==> config.mk <==
export PLATFORM = sky130hd
export DESIGN_NAME = spiral_lsb_message_extractor
export DESIGN_NICKNAME = d
export VERILOG_FILES = /design/src/rtl/sle_pkg.sv /design/src/rtl/spiral_lsb_message_extractor.sv /design/src/rtl/sle_front.sv /design/src/rtl/sle_fifo.sv /design/src/rtl/sle_back.sv
export SDC_FILE = /design/constraint.sdc
export NUM_CORES = 2
export LEC_CHECK = 0
export BUFFER_PORTS_ARGS = -buffer_cell sky130_fd_sc_hd__buf_4
export CORE_UTILIZATION = 50
export CTS_CLUSTER_SIZE = 20
export DETAILED_ROUTE_END_ITERATION = 7
export HOLD_SLACK_MARGIN = 0.03
export MAX_ROUTING_LAYER = met4
export PLACE_DENSITY_LB_ADDON = 0.2
export SLEW_MARGIN = 30
export SYNTH_ARGS = -nofsm -noshare
export SYNTH_HDL_FRONTEND = slang
export SYNTH_SLANG_ARGS = --single-unit
==> constraint.sdc <==
create_clock -name clk -period 14 [get_ports clk]
set_clock_uncertainty 0.05 [all_clocks]
set_input_delay 4.2 -clock clk [delete_from_list [all_inputs] [get_ports clk]]
set_output_delay 4.2 -clock clk [all_outputs]
set_load 0.03 [all_outputs]
==> src/rtl/sle_pkg.sv <==
// shared types and constants for the spiral bit extractor
`timescale 1ns / 1ps
`default_nettype none
package sle_pkg;

  localparam int CFG_IDX_W = 3;

  localparam logic [CFG_IDX_W-1:0] CFG_IMAGE_WIDTH  = 3'd0;
  localparam logic [CFG_IDX_W-1:0] CFG_IMAGE_HEIGHT = 3'd1;
  localparam logic [CFG_IDX_W-1:0] CFG_ROW_STRIDE   = 3'd2;
  localparam logic [CFG_IDX_W-1:0] CFG_CHAN_COUNT   = 3'd3;
  localparam logic [CFG_IDX_W-1:0] CFG_CHAN_INDEX   = 3'd4;
  localparam logic [CFG_IDX_W-1:0] CFG_BITS_PER_SMP = 3'd5;
  localparam logic [CFG_IDX_W-1:0] CFG_MAGIC_BYTES  = 3'd6;
  localparam logic [CFG_IDX_W-1:0] CFG_MAGIC_LENGTH = 3'd7;

  localparam int ADDR_W = 26;

  // op codes of an input item
  localparam logic OP_SAMPLE  = 1'b0;
  localparam logic OP_RESTART = 1'b1;

  // what one accepted item turns into for the result sequencer
  typedef struct packed {
    logic        emit_valid;
    logic [7:0]  emit_byte;
    logic [3:0]  flush_cnt;    // window bytes to flush, oldest at the top
    logic [63:0] flush_bytes;  // newest byte in bits 7:0
    logic        found;
    logic        done;
  } sle_rec_t;

endpackage
`default_nettype wire

==> src/rtl/spiral_lsb_message_extractor.sv <==
// top level of the spiral low-bit message extractor
// usage:
//   cfg channel: cfg_valid/cfg_ready with cfg_index (register number) and
//   cfg_data; cfg_ready is always high. spiral limits take effect at the next
//   restart item; write registers only while the block is idle.
//   in channel: in_valid/in_ready with op and sample. op restart rewinds the
//   spiral to the origin; op sample hands in the value read at the address
//   given by the last result item.
//   out channel: out_valid/out_ready with next_address, byte_valid,
//   byte_value, last, found and done_res; each input item yields one or
//   more result items, the final one marked by last.
// timing:
//   front end takes one item per cycle while in_ready is high, updates
//   spiral, bit packer and terminator window in that cycle and queues one
//   record (4-entry queue); results come out of the queue through the
//   sequencer's current-record register. rate is one item per cycle while
//   each item yields one result and out_ready is high; an item with more
//   results holds the sequencer until all are taken, the front end running
//   on until the queue fills. in_ready drops for one cycle after a cfg write.
// reset: synchronous, clears the scan to the origin and empties the queue;
//   registers return to a 1x1 image, stride 1, one channel, one bit, magic
//   length 1 with magic byte zero.
`timescale 1ns / 1ps
`default_nettype none
module spiral_lsb_message_extractor
  import sle_pkg::*;
#(
  parameter int MAX_DIM   = 4096,
  parameter int MAGIC_MAX = 8
) (
  input  wire logic                 clk,
  input  wire logic                 rst,
  input  wire logic                 cfg_valid,
  output logic                      cfg_ready,
  input  wire logic [CFG_IDX_W-1:0] cfg_index,
  input  wire logic [63:0]          cfg_data,
  input  wire logic                 in_valid,
  output logic                      in_ready,
  input  wire logic                 op,
  input  wire logic [7:0]           sample,
  output logic                      out_valid,
  input  wire logic                 out_ready,
  output logic [ADDR_W-1:0]         next_address,
  output logic                      byte_valid,
  output logic [7:0]                byte_value,
  output logic                      last,
  output logic                      found,
  output logic                      done_res
);

  localparam int PW  = $clog2(MAX_DIM);
  localparam int PCW = 2 * PW + 2;
  localparam int QW  = $bits(sle_rec_t) + 2 * PW;

  // configuration registers
  logic [12:0] image_width, image_height;
  logic [13:0] row_stride;
  logic [2:0]  channel_count;
  logic [1:0]  channel_index;
  logic [3:0]  bits_per_sample;
  logic [63:0] magic_bytes;
  logic [3:0]  magic_length;
  logic        cfg_hold;   // lets total pixel count settle after a write
  logic [PCW-1:0] total;

  logic [PW:0] dim_w, dim_h;
  logic [3:0]  nb, mlen;

  logic        take, q_full, q_valid, q_pop;
  sle_rec_t    f_rec, q_rec;
  logic [PW-1:0] f_x, f_y, q_x, q_y;
  logic [QW-1:0] q_head;

  assign cfg_ready = 1'b1;
  assign in_ready  = !q_full && !cfg_hold;
  assign take      = in_valid && in_ready;

  // clamp dimensions into 1..MAX_DIM, bits into 1..8, magic length into 1..MAGIC_MAX
  always_comb begin
    if (image_width == 13'd0) dim_w = (PW+1)'(1);
    else if (32'(image_width) > 32'(MAX_DIM)) dim_w = (PW+1)'(MAX_DIM);
    else dim_w = (PW+1)'(image_width);
    if (image_height == 13'd0) dim_h = (PW+1)'(1);
    else if (32'(image_height) > 32'(MAX_DIM)) dim_h = (PW+1)'(MAX_DIM);
    else dim_h = (PW+1)'(image_height);
    if (bits_per_sample == 4'd0) nb = 4'd1;
    else if (bits_per_sample > 4'd8) nb = 4'd8;
    else nb = bits_per_sample;
    if (magic_length == 4'd0) mlen = 4'd1;
    else if (magic_length > 4'(MAGIC_MAX)) mlen = 4'(MAGIC_MAX);
    else mlen = magic_length;
  end

  always_ff @(posedge clk) begin
    if (rst) begin
      image_width <= 13'd1;
      image_height <= 13'd1;
      row_stride <= 14'd1;
      channel_count <= 3'd1;
      channel_index <= 2'd0;
      bits_per_sample <= 4'd1;
      magic_bytes <= 64'd0;
      magic_length <= 4'd1;
      cfg_hold <= 1'b0;
      total <= PCW'(1);
    end else begin
      cfg_hold <= cfg_valid;
      total <= PCW'(dim_w) * PCW'(dim_h);
      if (cfg_valid) begin
        case (cfg_index)
          CFG_IMAGE_WIDTH:  image_width <= cfg_data[12:0];
          CFG_IMAGE_HEIGHT: image_height <= cfg_data[12:0];
          CFG_ROW_STRIDE:   row_stride <= cfg_data[13:0];
          CFG_CHAN_COUNT:   channel_count <= cfg_data[2:0];
          CFG_CHAN_INDEX:   channel_index <= cfg_data[1:0];
          CFG_BITS_PER_SMP: bits_per_sample <= cfg_data[3:0];
          CFG_MAGIC_BYTES:  magic_bytes <= cfg_data;
          CFG_MAGIC_LENGTH: magic_length <= cfg_data[3:0];
          default: ;
        endcase
      end
    end
  end

  // scan front end
  sle_front #(
    .PW(PW), .PCW(PCW), .MAGIC_MAX(MAGIC_MAX)
  ) u_front (
    .clk(clk), .rst(rst), .take(take), .op(op), .sample(sample),
    .dim_w(dim_w), .dim_h(dim_h), .total(total), .nb(nb), .mlen(mlen),
    .magic(magic_bytes), .rec(f_rec), .rec_x(f_x), .rec_y(f_y)
  );

  // record queue
  sle_fifo #(.WIDTH(QW)) u_fifo (
    .clk(clk), .rst(rst), .push(take), .push_data({f_y, f_x, f_rec}),
    .full(q_full), .pop(q_pop), .not_empty(q_valid), .head(q_head)
  );

  assign q_rec = q_head[$bits(sle_rec_t)-1:0];
  assign q_x   = q_head[$bits(sle_rec_t) +: PW];
  assign q_y   = q_head[$bits(sle_rec_t) + PW +: PW];

  // result sequencer and address generation
  sle_back #(.PW(PW)) u_back (
    .clk(clk), .rst(rst), .q_valid(q_valid), .q_rec(q_rec), .q_x(q_x), .q_y(q_y),
    .pop(q_pop), .row_stride(row_stride), .channel_count(channel_count),
    .channel_index(channel_index), .out_valid(out_valid), .out_ready(out_ready),
    .next_address(next_address), .byte_valid(byte_valid), .byte_value(byte_value),
    .last(last), .found(found), .done_res(done_res)
  );

endmodule
`default_nettype wire

==> src/rtl/sle_front.sv <==
// scan front end: spiral walk, bit unpacking and terminator window
`timescale 1ns / 1ps
`default_nettype none
module sle_front
  import sle_pkg::*;
#(
  parameter int PW        = 12,
  parameter int PCW       = 26,
  parameter int MAGIC_MAX = 8
) (
  input  wire logic           clk,
  input  wire logic           rst,
  input  wire logic           take,
  input  wire logic           op,
  input  wire logic [7:0]     sample,
  input  wire logic [PW:0]    dim_w,
  input  wire logic [PW:0]    dim_h,
  input  wire logic [PCW-1:0] total,
  input  wire logic [3:0]     nb,
  input  wire logic [3:0]     mlen,
  input  wire logic [63:0]    magic,
  output sle_rec_t            rec,
  output logic [PW-1:0]       rec_x,
  output logic [PW-1:0]       rec_y
);

  localparam int WW = MAGIC_MAX * 8;

  logic [PW-1:0]  pos_x, pos_y, left_bound, top_bound;
  logic [PW:0]    right_limit, bottom_limit;
  logic           moving_horizontal, moving_forward, finished;
  logic [PCW-1:0] pixels_visited;
  logic [7:0]     partial_byte;
  logic [2:0]     bit_position;
  logic [WW-1:0]  byte_window;
  logic [3:0]     window_fill;

  logic [PW-1:0]  pos_x_next, pos_y_next, left_bound_next, top_bound_next;
  logic [PW:0]    right_limit_next, bottom_limit_next;
  logic           moving_horizontal_next, moving_forward_next, finished_next;
  logic [PCW-1:0] pixels_visited_next;
  logic [7:0]     partial_byte_next;
  logic [2:0]     bit_position_next;
  logic [WW-1:0]  byte_window_next;
  logic [3:0]     window_fill_next;

  always_comb begin
    logic       got;
    logic [7:0] byt;
    logic       match;
    logic [3:0] need;
    logic [WW-1:0] oldest_sh;
    pos_x_next = pos_x;
    pos_y_next = pos_y;
    left_bound_next = left_bound;
    top_bound_next = top_bound;
    right_limit_next = right_limit;
    bottom_limit_next = bottom_limit;
    moving_horizontal_next = moving_horizontal;
    moving_forward_next = moving_forward;
    finished_next = finished;
    pixels_visited_next = pixels_visited;
    partial_byte_next = partial_byte;
    bit_position_next = bit_position;
    byte_window_next = byte_window;
    window_fill_next = window_fill;
    rec = '0;
    got = 1'b0;
    byt = 8'd0;
    match = 1'b0;
    need = mlen - 4'd1;
    oldest_sh = '0;
    if (op == OP_RESTART) begin
      pos_x_next = '0;
      pos_y_next = '0;
      left_bound_next = '0;
      top_bound_next = '0;
      right_limit_next = dim_w;
      bottom_limit_next = dim_h;
      moving_horizontal_next = 1'b1;
      moving_forward_next = 1'b1;
      finished_next = 1'b0;
      pixels_visited_next = '0;
      partial_byte_next = 8'd0;
      bit_position_next = 3'd7;
      byte_window_next = '0;
      window_fill_next = 4'd0;
    end else if (finished) begin
      rec.done = 1'b1;
    end else begin
      // unpack the used low bits, msb first; at most one byte completes
      for (int id = 7; id >= 0; id--) begin
        if (4'(id) < nb) begin
          partial_byte_next = partial_byte_next |
                              (8'(sample[id]) << bit_position_next);
          if (bit_position_next == 3'd0) begin
            got = 1'b1;
            byt = partial_byte_next;
            partial_byte_next = 8'd0;
            bit_position_next = 3'd7;
          end else begin
            bit_position_next = bit_position_next - 3'd1;
          end
        end
      end
      // newest byte against magic byte 0, window byte j against magic byte j+1
      if (got && window_fill >= need && byt == magic[7:0]) begin
        match = 1'b1;
        for (int j = 0; j < MAGIC_MAX - 1; j++) begin
          if (4'(j) < need && byte_window[8*j +: 8] != magic[8*(j+1) +: 8])
            match = 1'b0;
        end
      end
      if (got && !match) begin
        if (window_fill >= need || window_fill >= 4'(MAGIC_MAX - 1)) begin
          rec.emit_valid = 1'b1;
          if (window_fill == 4'd0) begin
            rec.emit_byte = byt;
          end else begin
            oldest_sh = byte_window >> (8 * (window_fill - 4'd1));
            rec.emit_byte = oldest_sh[7:0];
            byte_window_next = (byte_window << 8) | WW'(byt);
          end
        end else begin
          byte_window_next = (byte_window << 8) | WW'(byt);
          window_fill_next = window_fill + 4'd1;
        end
      end
      pixels_visited_next = pixels_visited + PCW'(1);
      if (match) begin
        finished_next = 1'b1;
        window_fill_next = 4'd0;
        rec.emit_valid = 1'b0;
        rec.found = 1'b1;
        rec.done = 1'b1;
      end else if (pixels_visited_next >= total) begin
        finished_next = 1'b1;
        rec.done = 1'b1;
        rec.flush_cnt = window_fill_next;
        rec.flush_bytes = 64'(byte_window_next);
        window_fill_next = 4'd0;
      end else if (moving_horizontal && moving_forward) begin
        if ({1'b0, pos_x} + (PW+1)'(1) < right_limit) begin
          pos_x_next = pos_x + PW'(1);
        end else begin
          top_bound_next = top_bound + PW'(1);
          moving_horizontal_next = 1'b0;
          pos_y_next = pos_y + PW'(1);
        end
      end else if (!moving_horizontal && moving_forward) begin
        if ({1'b0, pos_y} + (PW+1)'(1) < bottom_limit) begin
          pos_y_next = pos_y + PW'(1);
        end else begin
          right_limit_next = right_limit - (PW+1)'(1);
          moving_horizontal_next = 1'b1;
          moving_forward_next = 1'b0;
          pos_x_next = pos_x - PW'(1);
        end
      end else if (moving_horizontal) begin
        if (pos_x > left_bound) begin
          pos_x_next = pos_x - PW'(1);
        end else begin
          bottom_limit_next = bottom_limit - (PW+1)'(1);
          moving_horizontal_next = 1'b0;
          pos_y_next = pos_y - PW'(1);
        end
      end else begin
        if (pos_y > top_bound) begin
          pos_y_next = pos_y - PW'(1);
        end else begin
          left_bound_next = left_bound + PW'(1);
          moving_horizontal_next = 1'b1;
          moving_forward_next = 1'b1;
          pos_x_next = pos_x + PW'(1);
        end
      end
    end
    rec_x = pos_x_next;
    rec_y = pos_y_next;
  end

  always_ff @(posedge clk) begin
    if (rst) begin
      pos_x <= '0;
      pos_y <= '0;
      left_bound <= '0;
      top_bound <= '0;
      right_limit <= (PW+1)'(1);
      bottom_limit <= (PW+1)'(1);
      moving_horizontal <= 1'b1;
      moving_forward <= 1'b1;
      finished <= 1'b0;
      pixels_visited <= '0;
      partial_byte <= 8'd0;
      bit_position <= 3'd7;
      byte_window <= '0;
      window_fill <= 4'd0;
    end else if (take) begin
      pos_x <= pos_x_next;
      pos_y <= pos_y_next;
      left_bound <= left_bound_next;
      top_bound <= top_bound_next;
      right_limit <= right_limit_next;
      bottom_limit <= bottom_limit_next;
      moving_horizontal <= moving_horizontal_next;
      moving_forward <= moving_forward_next;
      finished <= finished_next;
      pixels_visited <= pixels_visited_next;
      partial_byte <= partial_byte_next;
      bit_position <= bit_position_next;
      byte_window <= byte_window_next;
      window_fill <= window_fill_next;
    end
  end

endmodule
`default_nettype wire

==> src/rtl/sle_fifo.sv <==
// small register queue between front end and result sequencer
`timescale 1ns / 1ps
`default_nettype none
module sle_fifo #(
  parameter int WIDTH = 8
) (
  input  wire logic             clk,
  input  wire logic             rst,
  input  wire logic             push,
  input  wire logic [WIDTH-1:0] push_data,
  output logic                  full,
  input  wire logic             pop,
  output logic                  not_empty,
  output logic [WIDTH-1:0]      head
);

  localparam int DEPTH = 4;
  localparam int PTR_W = 2;

  logic [WIDTH-1:0] slots [DEPTH];
  logic [PTR_W-1:0] wr_ptr, rd_ptr;
  logic [PTR_W:0]   count;

  assign full      = (count == (PTR_W+1)'(DEPTH));
  assign not_empty = (count != '0);
  assign head      = slots[rd_ptr];

  always_ff @(posedge clk) begin
    if (push) begin
      slots[wr_ptr] <= push_data;
    end
  end

  always_ff @(posedge clk) begin
    if (rst) begin
      wr_ptr <= '0;
      rd_ptr <= '0;
      count <= '0;
    end else begin
      if (push) wr_ptr <= wr_ptr + PTR_W'(1);
      if (pop) rd_ptr <= rd_ptr + PTR_W'(1);
      count <= count + (PTR_W+1)'(push) - (PTR_W+1)'(pop);
    end
  end

`ifndef SYNTHESIS
  a_no_overflow: assert property (@(posedge clk) disable iff (rst)
    full && !pop |-> !push) else $error("push into full queue");
  a_no_underflow: assert property (@(posedge clk) disable iff (rst)
    pop |-> not_empty) else $error("pop from empty queue");
  a_count_range: assert property (@(posedge clk) disable iff (rst)
    count <= (PTR_W+1)'(DEPTH)) else $error("queue count out of range");
`endif

endmodule
`default_nettype wire

==> src/rtl/sle_back.sv <==
// result sequencer: expands one queued record into its result items
`timescale 1ns / 1ps
`default_nettype none
module sle_back
  import sle_pkg::*;
#(
  parameter int PW = 12
) (
  input  wire logic          clk,
  input  wire logic          rst,
  input  wire logic          q_valid,
  input  wire sle_rec_t      q_rec,
  input  wire logic [PW-1:0] q_x,
  input  wire logic [PW-1:0] q_y,
  output logic               pop,
  input  wire logic [13:0]   row_stride,
  input  wire logic [2:0]    channel_count,
  input  wire logic [1:0]    channel_index,
  output logic               out_valid,
  input  wire logic          out_ready,
  output logic [ADDR_W-1:0]  next_address,
  output logic               byte_valid,
  output logic [7:0]         byte_value,
  output logic               last,
  output logic               found,
  output logic               done_res
);

  localparam int AW = (PW + 16 > ADDR_W) ? PW + 16 : ADDR_W;

  logic          cur_valid;
  sle_rec_t      cur_rec;
  logic [PW-1:0] cur_x, cur_y;
  logic [3:0]    idx;

  logic [3:0]    nres;
  logic          final_item;
  logic [3:0]    slot;
  logic [63:0]   flush_sh;
  logic [AW-1:0] addr_full;

  assign nres       = 4'(cur_rec.emit_valid) + cur_rec.flush_cnt;
  assign final_item = (nres == 4'd0) || (idx == nres - 4'd1);
  assign slot       = cur_rec.flush_cnt - 4'd1 - (idx - 4'(cur_rec.emit_valid));
  assign flush_sh   = cur_rec.flush_bytes >> (8 * slot);
  assign pop        = q_valid && (!cur_valid || (out_ready && final_item));

  assign addr_full = AW'(cur_y) * AW'(row_stride) + AW'(cur_x) * AW'(channel_count)
                   + AW'(channel_index);

  assign out_valid    = cur_valid;
  assign next_address = addr_full[ADDR_W-1:0];
  assign byte_valid   = (nres != 4'd0);
  assign last         = final_item;
  assign found        = cur_rec.found && final_item;
  assign done_res     = cur_rec.done && final_item;

  always_comb begin
    if (nres == 4'd0) begin
      byte_value = 8'd0;
    end else if (cur_rec.emit_valid && idx == 4'd0) begin
      byte_value = cur_rec.emit_byte;
    end else begin
      byte_value = flush_sh[7:0];
    end
  end

  always_ff @(posedge clk) begin
    if (pop) begin
      cur_rec <= q_rec;
      cur_x <= q_x;
      cur_y <= q_y;
    end
  end

  always_ff @(posedge clk) begin
    if (rst) begin
      cur_valid <= 1'b0;
      idx <= 4'd0;
    end else if (pop) begin
      cur_valid <= 1'b1;
      idx <= 4'd0;
    end else if (cur_valid && out_ready) begin
      if (final_item) begin
        cur_valid <= 1'b0;
      end else begin
        idx <= idx + 4'd1;
      end
    end
  end

`ifndef SYNTHESIS
  a_hold_mid_record: assert property (@(posedge clk) disable iff (rst)
    cur_valid && !final_item |=> cur_valid) else $error("record dropped early");
  a_found_no_bytes: assert property (@(posedge clk) disable iff (rst)
    cur_valid && cur_rec.found |-> nres == 4'd0) else $error("match record carries bytes");
  a_stall_holds: assert property (@(posedge clk) disable iff (rst)
    cur_valid && !out_ready |=> $stable(idx) && cur_valid) else $error("stall lost item");
`endif

endmodule
`default_nettype wire

Word level (Yosys, flattened, before mapping)
Memory sizes are Yosys's and may differ from the RTL's. A register that Yosys moved wholly into a read port is not among the register bits.
Cells that the tools add are included.

storage, ports and cells
  register bits after elaboration = 338
  memory bits (writable) = 412
  bits of input ports = 81
  output and inout port bits = 41
  word-level logic and storage cells = 440
  memories = 1

cells by class
  $add $sub $neg = 34
  multiply operators = 3
  magnitude comparators = 26
  equality and inequality tests = 32
  shifts and indexed selects = 10
  mux-type cells = 226
  bitwise gates (word level) = 10
  reduce and logical (&&, ||, !) cells = 69

memories
  memory        words  width  rd ports  clocked after memory_dff  write ports  RTL line        text
  u_fifo.slots  4      103    1         1                         1            sle_fifo.sv:20  logic [WIDTH-1:0] slots [DEPTH];

operators by type and width
  kind                                               count
  two-way mux 8 bit                                  55
  two-way mux 12 bit                                 36
  two-way mux 64 bit                                 5
  two-way mux 13 bit                                 19
  two-way mux 68 bit                                 2
  two-way mux 3 bit                                  32
  two-way mux 79 bit                                 1
  two-way mux 78 bit                                 1
  OR 64 x 8 -> 64 bit                                1
  OR 8 bit                                           8
  << shifter 1 x 3 -> 8 bit                          8
  right shift 64 x 32 -> 8 bit                       1
  right shift 64 x 7 -> 8 bit                        1
  two-way mux 1 bit                                  61
  inequality test 8 bit                              7
  two-way mux 26 bit                                 2
  adder 12 x 1 -> 12 bit, second input constant      4
  two-way mux 4 bit                                  10
  < comparator 3 x 4 -> 1 bit, first input constant  7
  zero test 3 bit                                    9
  adder 12 x 1 -> 13 bit, second input constant      2
  adder 26 x 1 -> 26 bit, second input constant      1
  adder 26 x 15 -> 26 bit                            1
  adder 26 x 2 -> 26 bit                             1
  48 further kinds                                   135

Longest topological paths before layout
  depth in word-level cells = 55
  gate-level depth with buffers = 40
  gate-level depth less buffers = 36

By module
A second synthesis with hierarchy kept.

unflattened totals
  cells, all modules = 5417
  area total of the unflattened synthesis = 55331.8 um2

modules (own cells, without submodules)
  module                        instances  cells each  area each (um2)  sequential area each (um2)
  sle_front                     1          2485        18066.1          3643.5
  sle_fifo                      1          580         15377.2          12552.0
  sle_back                      1          1023        11189.5          3193.1
  spiral_lsb_message_extractor  1          1329        10699.0          2882.8

Least setup slack after synthesis
No wires, ideal clock.

  path type = input -> register
  start = input port out_ready
  end = register u_fifo.count[2]
  setup time = 0.128 ns
  arrival = 10.871 ns
  data required time = 13.822 ns
  setup slack = 2.952 ns
  cell stages on the path = 11
  buffers on the path = 0
  cell sequence = inv_1 -> o21ai_0 -> nor2b_1 -> ha_1 -> inv_1 -> ha_1 -> inv_1 -> fa_1 -> xor2_1 -> xnor2_1 -> nor2_1

between the ends
  longest elaborated chain between the ends = 4

ends and longest elaborated chain
  what                       RTL line                            text
  start: declaration         spiral_lsb_message_extractor.sv:42  input wire logic out_ready,
  logical AND 1 bit          sle_back.sv:46                      assign pop = q_valid && (!cur_valid || (out_ready && final_item));
  logical OR 1 bit           sle_back.sv:46
  logical AND 1 bit          sle_back.sv:46
  net q_pop                  spiral_lsb_message_extractor.sv:69  logic take, q_full, q_valid, q_pop;
  subtractor 3 x 1 -> 3 bit  sle_fifo.sv:42                      count <= count + (PTR_W+1)'(push) - (PTR_W+1)'(pop);
  end signal: assignment     sle_fifo.sv:42
  end: declaration           sle_fifo.sv:22                      logic [PTR_W:0] count;

The timed path passes the listed nets, and every way through them passes these cells.
A chain may end at the register's enable or synchronous reset.

Final worst setup path
  start = register u_back.cur_y[0] (read register of u_fifo.slots)
  end = output port next_address[24]

between the ends
  longest elaborated chain between the ends = 3

ends and longest elaborated chain
  what                          RTL line                            text
  start: declaration            sle_back.sv:33                      logic [PW-1:0] cur_x, cur_y;
  multiplier 12 x 14 -> 26 bit  sle_back.sv:48                      assign addr_full = AW'(cur_y) * AW'(row_stride) + AW'(cur_x) * AW'(channel_count)
  adder 26 x 15 -> 26 bit       sle_back.sv:48
  adder 26 x 2 -> 26 bit        sle_back.sv:49                      + AW'(channel_index);
  end: declaration              spiral_lsb_message_extractor.sv:43  output logic [ADDR_W-1:0] next_address,

Every way passes these cells.

==> results.json <==
{
  "tightest_slew_ns": 0.9872,
  "cts_tree": "yes",
  "std_cell_rows": 119,
  "htreeDepth": 3,
  "period_share": 0.8628,
  "synthCells": 5093,
  "fin_ws_ns": 1.920,
  "fin_util": 0.5554,
  "crit_path_max_incr_delay_ns": 0.63,
  "viasPerCell": 6.079,
  "fin_area_um2": 58800,
  "synth_mux_area_frac": 0.07503,
  "hold_violations": 0,
  "cts_resized": 0,
  "die_width_um": 329.6,
  "synth_edf_count": 515,
  "post_synth.cell_area_avg_um2": 10.53,
  "port_buffers": 120,
  "power_density_nw_per_um2": 156.4,
  "max_freq_mhz": 82.78,
  "cts.sinks": 853,
  "outcome": "completed",
  "synth.distinct_cells": 112,
  "ys_ff_latch": 853,
  "dp.cells": 6390,
  "hp-start": "u_front.top_bound[9]",
  "cp-startpoint": "u_back.cur_y[0]",
  "cts_buffers": 90,
  "drv_slew": 0,
  "fin_tns_setup_ns": 0,
  "post_cts_buffers": 0,
  "drt_pass1_iterations": 6,
  "fill_cells": 9120,
  "grt_pass1_wl_mm": 231.4,
  "crit_top_cell": "fa_1",
  "synth_top_family_by_area": "adder cells",
  "antenna_found_initial": 4,
  "syn_to_final_growth_pct": 9.592,
  "peakVddDrop_mv": 0.1534,
  "diodes": 0,
  "pre_cts_ws_ns": 2.634,
  "hold_class": "flip-flop to flip-flop",
  "coreArea_um2": 105900,
  "worstSetupEndpointType": "output port",
  "drive_gt1_frac": 0.1081,
  "yosysSeqAreaShare": 0.4144,
  "arrival_ns": 7.83,
  "wl_mm": 150.9,
  "routabilityCongestion": 0.9709,
  "dp_hpwl_mm": 108.5,
  "synth_flop_cell": "edfxtp_1",
  "worst_skew_pair.late_latency_ns": 0.67,
  "slew_headroom": 0.3335,
  "track_usage": 0.2864,
  "pin_count": 122,
  "syn_area_um2": 53650,
  "synth-async-reset-ratio": 0,
  "grt_pass1_vias": 38401,
  "leakagePower_nw": 23.04,
  "stdcell_count": 6561,
  "root_buffer": "clkbuf_16",
  "nets": 5735,
  "synth_simple_gate_area_frac": 0.1396,
  "drtIter0Drc": 4001,
  "clkTransAtPathRegs_ns": 0.06,
  "crit_path_max_fanout": 14,
  "detail_route.wl_per_cell_um": 22.99,
  "synth-xor-area-share": 0.02824,
  "fin_crit_ns": 12.08,
  "timing.rr.start": "u_front.bit_position[1]",
  "clock_path_buffers": 3,
  "grt_max_degree": 70,
  "holdWs_ns": 0.4118,
  "rsz0062_at_grt": "no",
  "detail-route-antenna-nets": 0,
  "initial_core_util": 0.5068,
  "cp-start-kind": "flip-flop",
  "dieHeight_um": 329.6,
  "synth_compound_area_frac": 0.1188,
  "power.total_mw": 9.198,
  "vias": 39882,
  "die-area_um2": 108600,
  "critPathRequiredTime_ns": 9.75,
  "max-cap-violations": 0,
  "grt_overflow_total": 0,
  "ctsHoldBuffers": 0,
  "finalSetupViolCount": 0,
  "synth_fa_ha_area_frac": 0.1702,
  "yosysWarnings": 0,
  "dpl_cell_area_um2": 55770,
  "crit_type": "flip-flop to output port",
  "drcViolationCount": 0,
  "slowest_stage": "edfxtp_1"
}
==> power breakdown <==
part	switching (mW)	internal, mW	total (mW)
combinational	2.18	1.35	3.53
clock	1.02	1.36	2.38
sequential	0.243	3.05	3.29
==> placed cells by master, fill, tap and decap left out, drive strengths merged, types with 32 or more instances in the layout <==
master	netlist	routed
and2	105	105
xor2	50	50
o21ai	126	126
a31oi	34	34
dfxtp	338	338
a21oi	272	272
mux4	135	135
a21o	32	32
a22oi	32	32
ha	282	282
nor2b	52	52
xnor2	123	123
and3	46	46
a22o	75	75
nor2	396	396
inv	453	459
mux2i	95	95
nor4	32	32
nor3	83	83
a211oi	37	37
clkbuf	198	137
edfxtp	515	515
nand3	83	83
o211ai	42	42
nand2	649	649
buf	79	182
nand4	51	51
fa	280	280
==> registers in the layout (all words and copies together), names as in the netlist, 4 cells and up <==
name / count
u_fifo.slots: 412
bits_per_sample: 4
u_front.pos_x: 12
magic_bytes: 64
total: 26
row_stride: 14
u_front.pixels_visited: 26
u_front.top_bound: 12
u_front.pos_y: 12
u_back.cur_rec: 79
u_front.bottom_limit: 13
u_front.right_limit: 13
u_front.left_bound: 12
u_back.cur_y: 12
image_width: 13
u_front.partial_byte: 8
magic_length: 4
u_back.cur_x: 12
u_back.idx: 4
image_height: 13
u_front.window_fill: 4
u_front.byte_window: 64
==> worst max-delay path, delay by kind of cell, from the launching register on <==
kind / cells / cell delay (ns)
fa+ha+maj: 7 / 3.11
compound gates: 9 / 2.12
simple gates: 4 / 0.82
flops: 1 / 0.63
buf+inv: 4 / 0.31
xor+xnor: 1 / 0.14
==> worst paths after layout <==
kind	slack (ns)	endpoint	depth (start not counted)
setup / recovery	1.92	next_address[24]	25
hold / removal	0.41	u_front.top_bound[9]	2
setup reg to reg	2.87	u_front.byte_window[19]	35
hold reg to reg	0.41	u_front.top_bound[9]	2
==> synthesized netlist by cell type (95+ instances only) <==
library cell / number / area [um2]
and2_1: 103 / 644.4
mux4_2: 135 / 3040
nor2_1: 394 / 1479
o21ai_0: 113 / 565.5
inv_1: 451 / 1693
dfxtp_1: 338 / 6766
nand2_1: 648 / 2432
edfxtp_1: 515 / 15460
a21oi_1: 266 / 1331
clkbuf_1: 197 / 739.5
ha_1: 282 / 3528
xnor2_1: 123 / 1077
fa_1: 280 / 5605
mux2i_1: 95 / 950.9
==> final cells by class <==
cell class / instances / area [um2] / share of cell area
clock buffer: 136 / 2618 / 0.04452
clock inverter: 34 / 341.6 / 0.005810
inverter: 454 / 1704 / 0.02898
multi-input combinational: 3510 / 28730 / 0.4886
sequential: 853 / 22240 / 0.3782
tap: 1391 / 1740 / 0.02960
timing repair buffer: 183 / 1424 / 0.02422
==> kinds of logic (layout without fill, tap and decap cells) <==
logic type	count (synthesis)	count (layout)
other	1	2
and+or+nand+nor	1624	1624
muxes	233	233
AOI/OAI and AO/OA	916	916
buffers and inverters	731	807
DFF	853	853
xor gates and xnor gates	173	173
adders and majority gates	562	562
==> per-layer routing <==
metal,track usage,part of all wire,up-vias
met4,0.07709,0.026,0
met5,-,0,-
met3,0.03920,0.075,275
met1,0.4083,0.45,19945
met2,0.4295,0.45,1594
li1,-,-,18068
Note: power is estimated with default switching activity, not from simulation.
